### src/hw/rtl/ffba_pkg.sv
`default_nettype none
// ----------------------------------------------------------------------------
// ffba_pkg
// Types and constants shared by the first-fit block allocator.
// ----------------------------------------------------------------------------
package ffba_pkg;

    typedef struct packed {
        logic        mode;
        logic [31:0] size_bytes;
        logic [31:0] free_address;
    } t_cmd;

    typedef struct packed {
        logic [31:0] alloc_address;
        logic [1:0]  status;
    } t_result;

    typedef enum logic [2:0] {
        ST_CLEAR,
        ST_IDLE,
        ST_SCAN,
        ST_MARK,
        ST_FREE
    } t_state;

    localparam logic MODE_ALLOC = 1'b0;
    localparam logic MODE_FREE  = 1'b1;

    localparam logic [1:0] STATUS_OK        = 2'd0;
    localparam logic [1:0] STATUS_NO_MEMORY = 2'd1;
    localparam logic [1:0] STATUS_OUTSIDE   = 2'd2;

    // Table entry flags.
    localparam logic [7:0] ENTRY_TYPE_MASK = 8'h0f;
    localparam logic [2:0] FLAG_TAKEN      = 3'b001;
    localparam logic [2:0] FLAG_FIRST      = 3'b010;
    localparam logic [2:0] FLAG_HAS_NEXT   = 3'b100;

    localparam int PADDR_W = 3;
    localparam logic [PADDR_W-1:0] ADDR_HEAP_BASE   = 3'd0;
    localparam logic [PADDR_W-1:0] ADDR_BLOCK_COUNT = 3'd4;

    localparam logic [31:0] HEAP_BASE_RESET   = 32'd0;
    localparam logic [10:0] BLOCK_COUNT_RESET = 11'd1024;

endpackage : ffba_pkg
`default_nettype wire

### src/hw/rtl/first_fit_block_allocator_top.sv
`default_nettype none
// ----------------------------------------------------------------------------
// first_fit_block_allocator_top
// First-fit heap allocator over a block table held in one synchronous RAM.
// ----------------------------------------------------------------------------
// After reset the block clears its table, one entry per cycle; busy is high
// meanwhile and configuration writes are still taken. A command is taken
// when start is high and busy is low. Its result appears on o_result for
// exactly one cycle, marked by o_done, and the receiver cannot stall it. A
// request that is rejected at once (zero size, more blocks than the configured
// block count, free address outside the heap) reports in the cycle after it
// is taken and leaves busy low. An allocation otherwise scans the table
// through the RAM read port, one entry per cycle, and, if it finds a
// free run, writes the run one entry per cycle. A free walks the has-next
// chain with one entry read and one entry written per cycle. BLOCK_BYTES
// must be a power of two.
// ----------------------------------------------------------------------------
module first_fit_block_allocator_top #(
    parameter int MAX_BLOCKS  = 1024,
    parameter int BLOCK_BYTES = 4096
) (
    input  wire                              i_clk,
    input  wire                              i_rst_n,
    input  wire                              start,
    output logic                             busy,
    input  wire ffba_pkg::t_cmd              i_cmd,
    output logic                             o_done,
    output ffba_pkg::t_result                o_result,
    input  wire                              psel,
    input  wire                              penable,
    input  wire                              pwrite,
    input  wire [ffba_pkg::PADDR_W-1:0]      paddr,
    input  wire [31:0]                       pwdata,
    output logic [31:0]                      prdata,
    output logic                             pready
);

    localparam int IW    = (MAX_BLOCKS > 1) ? $clog2(MAX_BLOCKS) : 1;
    localparam int CW    = $clog2(MAX_BLOCKS + 1);
    localparam int SHIFT = $clog2(BLOCK_BYTES);
    localparam int LW    = 33 - SHIFT;
    localparam logic [IW-1:0] LAST_IDX = IW'(MAX_BLOCKS - 1);

    // Configuration registers.
    logic [31:0] r_heap_base;
    logic [10:0] r_block_count;

    always_ff @(posedge i_clk) begin
        if (!i_rst_n) begin
            r_heap_base   <= ffba_pkg::HEAP_BASE_RESET;
            r_block_count <= ffba_pkg::BLOCK_COUNT_RESET;
        end else if (psel && penable && pwrite && pready) begin
            if (paddr == ffba_pkg::ADDR_HEAP_BASE) begin
                r_heap_base <= pwdata;
            end else if (paddr == ffba_pkg::ADDR_BLOCK_COUNT) begin
                r_block_count <= pwdata[10:0];
            end
        end
    end

    assign pready = 1'b1;

    always_comb begin
        prdata = '0;
        if (paddr == ffba_pkg::ADDR_HEAP_BASE) begin
            prdata = r_heap_base;
        end else if (paddr == ffba_pkg::ADDR_BLOCK_COUNT) begin
            prdata = 32'(r_block_count);
        end
    end

    // Control and datapath registers.
    ffba_pkg::t_state  r_state, n_state;
    logic [IW-1:0]     r_idx, n_idx;
    logic [IW-1:0]     r_cidx;
    logic              r_pend, n_pend;
    logic [CW-1:0]     r_run, n_run;
    logic [CW-1:0]     r_len, n_len;
    logic [CW-1:0]     r_k, n_k;
    logic [IW-1:0]     r_first, n_first;
    logic              r_done, n_done;
    ffba_pkg::t_result r_res, n_res;

    // Block table RAM.
    logic [2:0]    mem [MAX_BLOCKS];
    logic [2:0]    r_rdata;
    logic          w_we;
    logic [IW-1:0] w_waddr;
    logic [2:0]    w_wdata;

    always_ff @(posedge i_clk) begin
        if (w_we) begin
            mem[w_waddr] <= w_wdata;
        end
        r_rdata <= mem[r_idx];
    end

    // Derived request values.
    logic [CW-1:0] w_total;
    logic [LW-1:0] w_len;
    logic          w_alloc_reject;
    logic [31:0]   w_off;
    logic [31:0]   w_fidx;
    logic          w_free_outside;

    always_comb begin
        if (32'(r_block_count) > 32'(MAX_BLOCKS)) begin
            w_total = CW'(MAX_BLOCKS);
        end else begin
            w_total = CW'(r_block_count);
        end
        w_len = LW'(i_cmd.size_bytes >> SHIFT)
              + LW'(|i_cmd.size_bytes[SHIFT-1:0]);
        w_alloc_reject = (w_len == '0) || (33'(w_len) > 33'(w_total));
        w_off  = i_cmd.free_address - r_heap_base;
        w_fidx = w_off >> SHIFT;
        w_free_outside = (i_cmd.free_address < r_heap_base) ||
                         (w_fidx >= 32'(w_total));
    end

    // Evaluation of the entry that the RAM returned this cycle.
    logic w_taken;
    logic w_found;
    logic w_last;
    logic w_chain_end;
    logic w_mark_last;

    always_comb begin
        w_taken     = ((8'(r_rdata) & ffba_pkg::ENTRY_TYPE_MASK
                        & 8'(ffba_pkg::FLAG_TAKEN)) != 8'd0);
        w_found     = !w_taken && ((r_run + CW'(1)) == r_len);
        w_last      = (CW'(r_cidx) + CW'(1)) == w_total;
        w_chain_end = ((r_rdata & ffba_pkg::FLAG_HAS_NEXT) == 3'd0) || w_last;
        w_mark_last = (r_k + CW'(1)) == r_len;
    end

    // Next state.
    always_comb begin
        n_state = r_state;
        unique case (r_state)
            ffba_pkg::ST_CLEAR: begin
                if (r_idx == LAST_IDX) n_state = ffba_pkg::ST_IDLE;
            end
            ffba_pkg::ST_IDLE: begin
                if (start) begin
                    if (i_cmd.mode == ffba_pkg::MODE_ALLOC) begin
                        if (!w_alloc_reject) n_state = ffba_pkg::ST_SCAN;
                    end else if (!w_free_outside) begin
                        n_state = ffba_pkg::ST_FREE;
                    end
                end
            end
            ffba_pkg::ST_SCAN: begin
                if (r_pend && w_found) begin
                    n_state = ffba_pkg::ST_MARK;
                end else if (r_pend && w_last) begin
                    n_state = ffba_pkg::ST_IDLE;
                end
            end
            ffba_pkg::ST_MARK: begin
                if (w_mark_last) n_state = ffba_pkg::ST_IDLE;
            end
            ffba_pkg::ST_FREE: begin
                if (r_pend && w_chain_end) n_state = ffba_pkg::ST_IDLE;
            end
            default: n_state = ffba_pkg::ST_IDLE;
        endcase
    end

    // Outputs, RAM write port and datapath updates.
    always_comb begin
        n_idx   = r_idx + IW'(1);
        n_run   = r_run;
        n_len   = r_len;
        n_k     = r_k;
        n_first = r_first;
        n_done  = 1'b0;
        n_res   = '{alloc_address: '0, status: ffba_pkg::STATUS_OK};
        w_we    = 1'b0;
        w_waddr = r_idx;
        w_wdata = 3'd0;
        unique case (r_state)
            ffba_pkg::ST_CLEAR: begin
                w_we = 1'b1;
            end
            ffba_pkg::ST_IDLE: begin
                n_run = '0;
                n_k   = '0;
                n_len = CW'(w_len);
                if (start) begin
                    if (i_cmd.mode == ffba_pkg::MODE_ALLOC) begin
                        n_idx = '0;
                        if (w_alloc_reject) begin
                            n_done       = 1'b1;
                            n_res.status = ffba_pkg::STATUS_NO_MEMORY;
                        end
                    end else begin
                        n_idx = IW'(w_fidx);
                        if (w_free_outside) begin
                            n_done       = 1'b1;
                            n_res.status = ffba_pkg::STATUS_OUTSIDE;
                        end
                    end
                end
            end
            ffba_pkg::ST_SCAN: begin
                if (r_pend) begin
                    if (w_taken) begin
                        n_run = '0;
                    end else begin
                        n_run = r_run + CW'(1);
                        if (r_run == '0) n_first = r_cidx;
                    end
                    if (!w_found && w_last) begin
                        n_done       = 1'b1;
                        n_res.status = ffba_pkg::STATUS_NO_MEMORY;
                    end
                end
            end
            ffba_pkg::ST_MARK: begin
                w_we    = 1'b1;
                w_waddr = r_first + IW'(r_k);
                w_wdata = ffba_pkg::FLAG_TAKEN;
                if (r_k == '0) w_wdata = w_wdata | ffba_pkg::FLAG_FIRST;
                if (!w_mark_last) w_wdata = w_wdata | ffba_pkg::FLAG_HAS_NEXT;
                n_k = r_k + CW'(1);
                if (w_mark_last) begin
                    n_done = 1'b1;
                    n_res.alloc_address = r_heap_base
                                        + 32'(64'(r_first) << SHIFT);
                end
            end
            ffba_pkg::ST_FREE: begin
                if (r_pend) begin
                    w_we    = 1'b1;
                    w_waddr = r_cidx;
                    if (w_chain_end) n_done = 1'b1;
                end
            end
            default: begin
                n_idx = r_idx;
            end
        endcase
        // Read data is meaningful only when its read was issued in the same reading state.
        n_pend = ((r_state == ffba_pkg::ST_SCAN) || (r_state == ffba_pkg::ST_FREE))
                 && (n_state == r_state);
    end

    always_ff @(posedge i_clk) begin
        if (!i_rst_n) begin
            r_state <= ffba_pkg::ST_CLEAR;
            r_idx   <= '0;
            r_pend  <= 1'b0;
            r_done  <= 1'b0;
        end else begin
            r_state <= n_state;
            r_idx   <= n_idx;
            r_pend  <= n_pend;
            r_done  <= n_done;
        end
    end

    always_ff @(posedge i_clk) begin
        r_cidx  <= r_idx;
        r_run   <= n_run;
        r_len   <= n_len;
        r_k     <= n_k;
        r_first <= n_first;
        r_res   <= n_res;
    end

    assign busy     = (r_state != ffba_pkg::ST_IDLE);
    assign o_done   = r_done;
    assign o_result = r_res;

    // A failed request never reports an address.
    a_fail_no_addr: assert property (@(posedge i_clk) disable iff (!i_rst_n)
        o_done && (o_result.status != ffba_pkg::STATUS_OK)
        |-> o_result.alloc_address == 32'd0)
        else $error("failed request reported a nonzero address");

    // An accepted transaction either reports at once or keeps the block busy.
    a_accept_progress: assert property (@(posedge i_clk) disable iff (!i_rst_n)
        start && !busy |=> busy || o_done)
        else $error("accepted transaction neither reported nor started");

    // The first-fit scan only reads the table.
    a_scan_no_write: assert property (@(posedge i_clk) disable iff (!i_rst_n)
        (r_state == ffba_pkg::ST_SCAN) |-> !w_we)
        else $error("table written during scan");

    // Every allocation run is written starting with a first-block entry.
    a_mark_first: assert property (@(posedge i_clk) disable iff (!i_rst_n)
        (r_state == ffba_pkg::ST_MARK) && (r_k == '0)
        |-> (w_wdata & ffba_pkg::FLAG_FIRST) != 3'd0)
        else $error("run written without first flag");

endmodule : first_fit_block_allocator_top
`default_nettype wire
### config.mk
export PLATFORM = sky130hd
export DESIGN_NAME = first_fit_block_allocator_top
export DESIGN_NICKNAME = d
export VERILOG_FILES = /design/src/hw/rtl/ffba_pkg.sv /design/src/hw/rtl/first_fit_block_allocator_top.sv
export SDC_FILE = /design/constraint.sdc
export NUM_CORES = 2
export LEC_CHECK = 0
export BUFFER_PORTS_ARGS = -buffer_cell sky130_fd_sc_hd__buf_4
export CORE_AREA = 8 8 393 549
export DETAILED_ROUTE_END_ITERATION = 6
export DIE_AREA = 0 0 401 557
export PLACE_DENSITY_LB_ADDON = 0.15
export SLEW_MARGIN = 20
export SYNTH_ARGS = -nofsm -noshare
export SYNTH_HDL_FRONTEND = slang
export SYNTH_SLANG_ARGS = --single-unit
### constraint.sdc
create_clock -name i_clk -period 41.7 [get_ports i_clk]
set_clock_uncertainty 0.05 [all_clocks]
set_input_delay 8.34 -clock i_clk [delete_from_list [all_inputs] [get_ports i_clk]]
set_output_delay 8.34 -clock i_clk [all_outputs]
set_load 0.02 [all_outputs]
### After elaboration in Yosys (flattened, before gate mapping)

Memory sizes are Yosys's and may differ from the RTL's. A register that Yosys moved wholly into a read port is not among the register bits.
Cells that the tools add are included.

* register bits: 145
* bits in writable memories: 3072
* input port bits: 106
* output and inout bits: 69
* word-level logic and storage cells: 117
* memories kept: 1

* $add $sub $neg: 8
* $lt $le $gt $ge: 4
* eq/ne operators: 12
* muxes and demuxes: 46
* bitwise gates (word level): 2
* reductions and logical operators: 31

Memory list
* mem: words 1024, bits a word 3, rd ports 1, clocked after Yosys merged registers in 1, write ports 1, line first_fit_block_allocator_top.sv:85 `logic [2:0] mem [MAX_BLOCKS];`

Operator list (count)
* 2-to-1 mux 11 bit: 4
* one-hot mux 11 bit (2 select lines): 2
* one-hot mux 10 bit (2 select lines): 2
* == test 11 bit: 3
* 2-to-1 mux 3 bit: 11
* adder 32 x 22 -> 32 bit: 1
* < comparator 32 bit: 1
* 2-to-1 mux 32 bit: 1
* subtractor 32 bit: 1
* 2-to-1 mux 10 bit: 3
* adder 11 x 1 -> 11 bit (second input constant): 2
* logical NOT 11 bit: 2
* adder 20 x 1 -> 21 bit: 1
* > comparator 21 x 11 -> 1 bit: 1
* logical NOT 21 bit: 1
* >= comparator 20 x 11 -> 1 bit: 1
* 2-to-1 mux 1 bit: 15
* one-hot mux 3 bit (5 select lines): 1
* OR reduction 12 bit: 1
* adder 10 x 1 -> 11 bit (second input constant): 1
* > comparator 11 bit (second input constant): 1
* adder 10 x 1 -> 10 bit (second input constant): 1
* adder 10 bit: 1
* == test 10 bit (second input constant): 1
* other kinds (21): 44

### Logic depth before layout (Yosys ltp)

* depth in word-level cells: 10
* mapped depth: 20
* mapped depth without buffers: 20

### Worst setup path after synthesis

No wires, ideal clock.

* kind: register -> register
* start point: register r_state[2]
* end point: memory mem[0][2] (data pin)
* setup time: 4960 ps
* data arrival time: 24998 ps
* data required time: 36690 ps
* slack: 11692 ps
* cell stages (with the launch flop): 6
* path buffers: 2
* clock period less this slack: 30008 ps
* cells stage by stage: dfxtp_1 and2b_1 nand2_1 clkbuf_1 buf_1 nor2_1

* longest elaborated chain between the ends: 2

RTL lines
* from (decl): line first_fit_block_allocator_top.sv:73 `ffba_pkg::t_state r_state, n_state;`
* from (signal assigned): line first_fit_block_allocator_top.sv:251 `r_state <= ffba_pkg::ST_CLEAR;`
* from (signal assigned): line first_fit_block_allocator_top.sv:256 `r_state <= n_state;`
* == test 3 x 2 -> 1 bit: line first_fit_block_allocator_top.sv:182 `unique case (r_state)`
* 2-to-1 mux 3 bit: line first_fit_block_allocator_top.sv:182
* net w_wdata[2]: line first_fit_block_allocator_top.sv:89 `logic [2:0] w_wdata;`
* to (decl): line first_fit_block_allocator_top.sv:85

The timed path passes the listed nets, and every way through them passes these cells.

### Worst setup path in the final report

* start point: input port paddr[2] (netlist name)
* end point: output port prdata[10]

* longest elaborated chain between the ends: 3
* elaborated cells on any way between the ends: 4
* those cells by class: eq/ne: 1; mux: 2; reduce/logical: 1

RTL lines
* from (decl): line first_fit_block_allocator_top.sv:32 `input wire [ffba_pkg::PADDR_W-1:0] paddr,`
* == test 3 bit: line first_fit_block_allocator_top.sv:67 `end else if (paddr == ffba_pkg::ADDR_BLOCK_COUNT) begin`
* 2-to-1 mux 11 bit: line first_fit_block_allocator_top.sv:67
* 2-to-1 mux 32 bit *: line first_fit_block_allocator_top.sv:65 `if (paddr == ffba_pkg::ADDR_HEAP_BASE) begin`
* to (decl): line first_fit_block_allocator_top.sv:34 `output logic [31:0] prdata,`

Every way passes the cells marked *; elsewhere a longest branch is shown, timed or not.

==> impl_results.md <==
* Die area at roughly 0.22 mm2
* Number of synthesized flops with an enable pin at around 2,100
* Least-Margin Pin Slew at 1.20 ns
* Vias in the first global route at between 50,000 and 60,000
* Critical path buffer and inverter count at 3
* Area Overhead vs Synth at 11.3%
* Final worst setup slack at approximately 24 ns
* CTS Buf Count at about 210
* Clk buf depth at 4
* Dpl ws at about 24 ns
* Largest net degree at the start of global routing at between 200 and 300
* #FFs+latches synth at between 2,000 and 2,500
* Die height at 557 um
* Clk pin slew, worst setup/hold paths at around 0.06 ns
* Antenna violations before repair at 7
* Pre-Repair DR Iteration Count at 6
* Syn Std Cell Area at just over 0.09 mm2
* Status: complete, no violations
* # resized after CTS at 0
* Detailed-route via count at between 50,000 and 60,000
* Critical path type: primary input to primary output
* Power Density at between 40 and 50 mW/mm2
* Port Buffer Count at roughly 170
* Leak at 26.8 nW
* Final setup viols at 0
* Horiz. Die Dim at 401 um
* Number of cells produced by synthesis at approximately 5,600
* Residual DRC at 0
* Slew Viols, Final at 0
* Post-DRT Antenna Nets at 0
* RSZ-0062 raised after global routing: no
* CP most frequent cell: buf_4
* Crit-path cells: buf_4 > nor3_2 > buf_4 > a22o_1 > buf_4
* Critical Path Source Type: primary input
* Min Tclk post-route at 17.67 ns
* Crit-path slowest cell: buf_4
* Layout cell share with drive strength beyond 1 at approximately a fifth
* GRT Util Overall at ~22%
* Clk root buf: clkbuf_16
* Setup TNS at 0 ns
* Final nets at 5,871
* GRT Residual Overflow at 0
* Core Box Area at around 0.21 mm2
* Clock Sink Count at 2,195
* Hold Vio Cnt, Final at 0
* Slowest Stage Delay on Critical Path at ~0.31 ns
* CP top delay family: buffers and inverters
* DP HPWL at roughly 160,000 um
* Number of max-cap violations at 0
* DR WL/cell at around 29 um
* CTS tree: yes
* Worst Path Max Fanout at 34
* Post-CTS setup buffers at 0
* Worst EP required at 33.31 ns
* Initial Utilization at between 40% and 50%
* Most common cell after layout, fill and taps aside: edfxtp_1
* GPL Wtd Cong at a little under 0.9
* F_max at between 50 and 60 MHz
* Dominant synthesized flop cell: edfxtp_1
* Async SR Flop Fraction at 0%
* Synth cell types at between 70 and 80
* Yosys warns at 0
* Syn Nets at 5,744
* Arr. time, crit path at ~9.3 ns
* Vias per std cell at 5.87
* Global-route wire length before repair at roughly 360,000 um
* Worst Hold Class: register to register
* FP Rows at between 150 and 200
* Crit end category: primary output
* WL final at between 200,000 and 250,000 um
* VDD IR max at 0.0296 mV
* H-tree depth at 4
* Avg Cell Area, Syn at roughly 17 um2
* Final Cycle Share at 42.4%
* # hold bufs at CTS at 0
* Worst rel slew slack at between 20% and 30%
* Number of DRC markers in iteration 0 at between 4,000 and 5,000
* Clock Latency Late Sink at about 0.86 ns
* Register area share after synthesis at between 60% and 70%
* Most frequent cells in the layout: 2,091 x edfxtp_1, 1,174 x nor2_1, 622 x mux4_2
* I/O pin total at about 180
[kinds of logic after synthesis]
group / synth area share [%]
flip-flops: 70.0
AND/OR/NAND/NOR: 7.68
multiplexers: 15.6
buffers and inverters: 1.97
AO/OA/AOI/OAI: 2.68
XOR/XNOR: 1.02
adder cells (fa/ha/maj): 1.11
other: 0.00404
[routing by layer]
layer	share of wire [%]	wire length (um)	GRT usage (%)	up-vias
li1	-	-	-	21800
met1	37	92200	25.8	26300
met2	53	132000	39.8	1545
met3	5.4	13300	3.23	504
met4	4.7	11800	9.18	4
met5	0.011	27	0	-
[state kept, by name, summed over array words and instances, names as in the netlist]
name	flops
r_heap_base	32
r_block_count	11
r_state	3
r_first	10
o_done	1
r_cidx	10
r_run	11
r_rdata	2
r_idx	10
r_pend	1
mem	2048
r_k	11
o_result	34
r_len	11
[final timing paths]
path                                       from               to  slack, ns  depth (start not counted)
worst max-delay path                   paddr[2]       prdata[10]      24.03                          5
worst min-delay path            r_heap_base[10]  r_heap_base[10]       0.43                          2
worst max register to register         r_idx[1]       r_rdata[0]      35.11                         12
worst min register to register  r_heap_base[10]  r_heap_base[10]       0.43                          2
[tightest hold or removal path: cells and delay by family (launching register included)]
family	cells	cell delay (ns)
flip-flops	1	0.32
AO/OA/AOI/OAI	1	0.06
AND/OR/NAND/NOR	1	0.05
[where the power goes]
group / total, mW / internal, mW / leakage, nW / switching (mW)
combinational: 0.141 / 0.0606 / 7.55 / 0.0806
sequential: 2.38 / 2.38 / 16.1 / 0.00486
clock: 1.86 / 1.05 / 3.17 / 0.814
[per-stage QoR]
| step | power, mW | hold slack (ns) | instances | utilization, % | area (um2) |
|---|---|---|---|---|---|
| after floorplan | 2.53 | 0.276 | 5557 | - | 92700 |
| after global placement | 2.57 | 0.425 | 8169 | 46.6 | 96600 |
| after detailed placement | 2.57 | 0.432 | 8169 | 46.6 | 96600 |
| after CTS | 4.42 | 0.434 | 8546 | 49.8 | 103000 |
| after global routing | 4.50 | 0.452 | 8548 | 49.8 | 103000 |
| final | 4.38 | 0.434 | 8550 | 49.8 | 103000 |
[cells in the mapped netlist, drive strengths merged (32+ instances only)]
cell | instances | share of area [%]
mux2i | 40 | 0.43
nand2 | 333 | 1.3
clkbuf | 199 | 0.81
edfxtp | 2091 | 68
o21ai | 55 | 0.30
dfxtp | 104 | 2.2
xnor2 | 50 | 0.47
a22oi | 32 | 0.26
ha | 79 | 1.1
nand3 | 44 | 0.24
inv | 58 | 0.24
buf | 140 | 0.92
a21boi | 45 | 0.36
xor2 | 55 | 0.52
nor2 | 1178 | 4.8
nor3 | 41 | 0.23
mux4 | 622 | 15
a21oi | 74 | 0.40
[final cells by class]
| class | instances | area (um2) |
|---|---|---|
| Timing Repair Buffer | 252 | 2000 |
| Inverter | 58 | 233 |
| Fill cell | 17300 | 104000 |
| Multi-Input combinational cell | 2965 | 26100 |
| Tap cell | 2700 | 3380 |
| Antenna cell | 3 | 7.51 |
| Sequential cell | 2195 | 64900 |
| Clock inverter | 104 | 888 |
| Clock buffer | 273 | 5660 |
(Power assumes the default switching activity.)
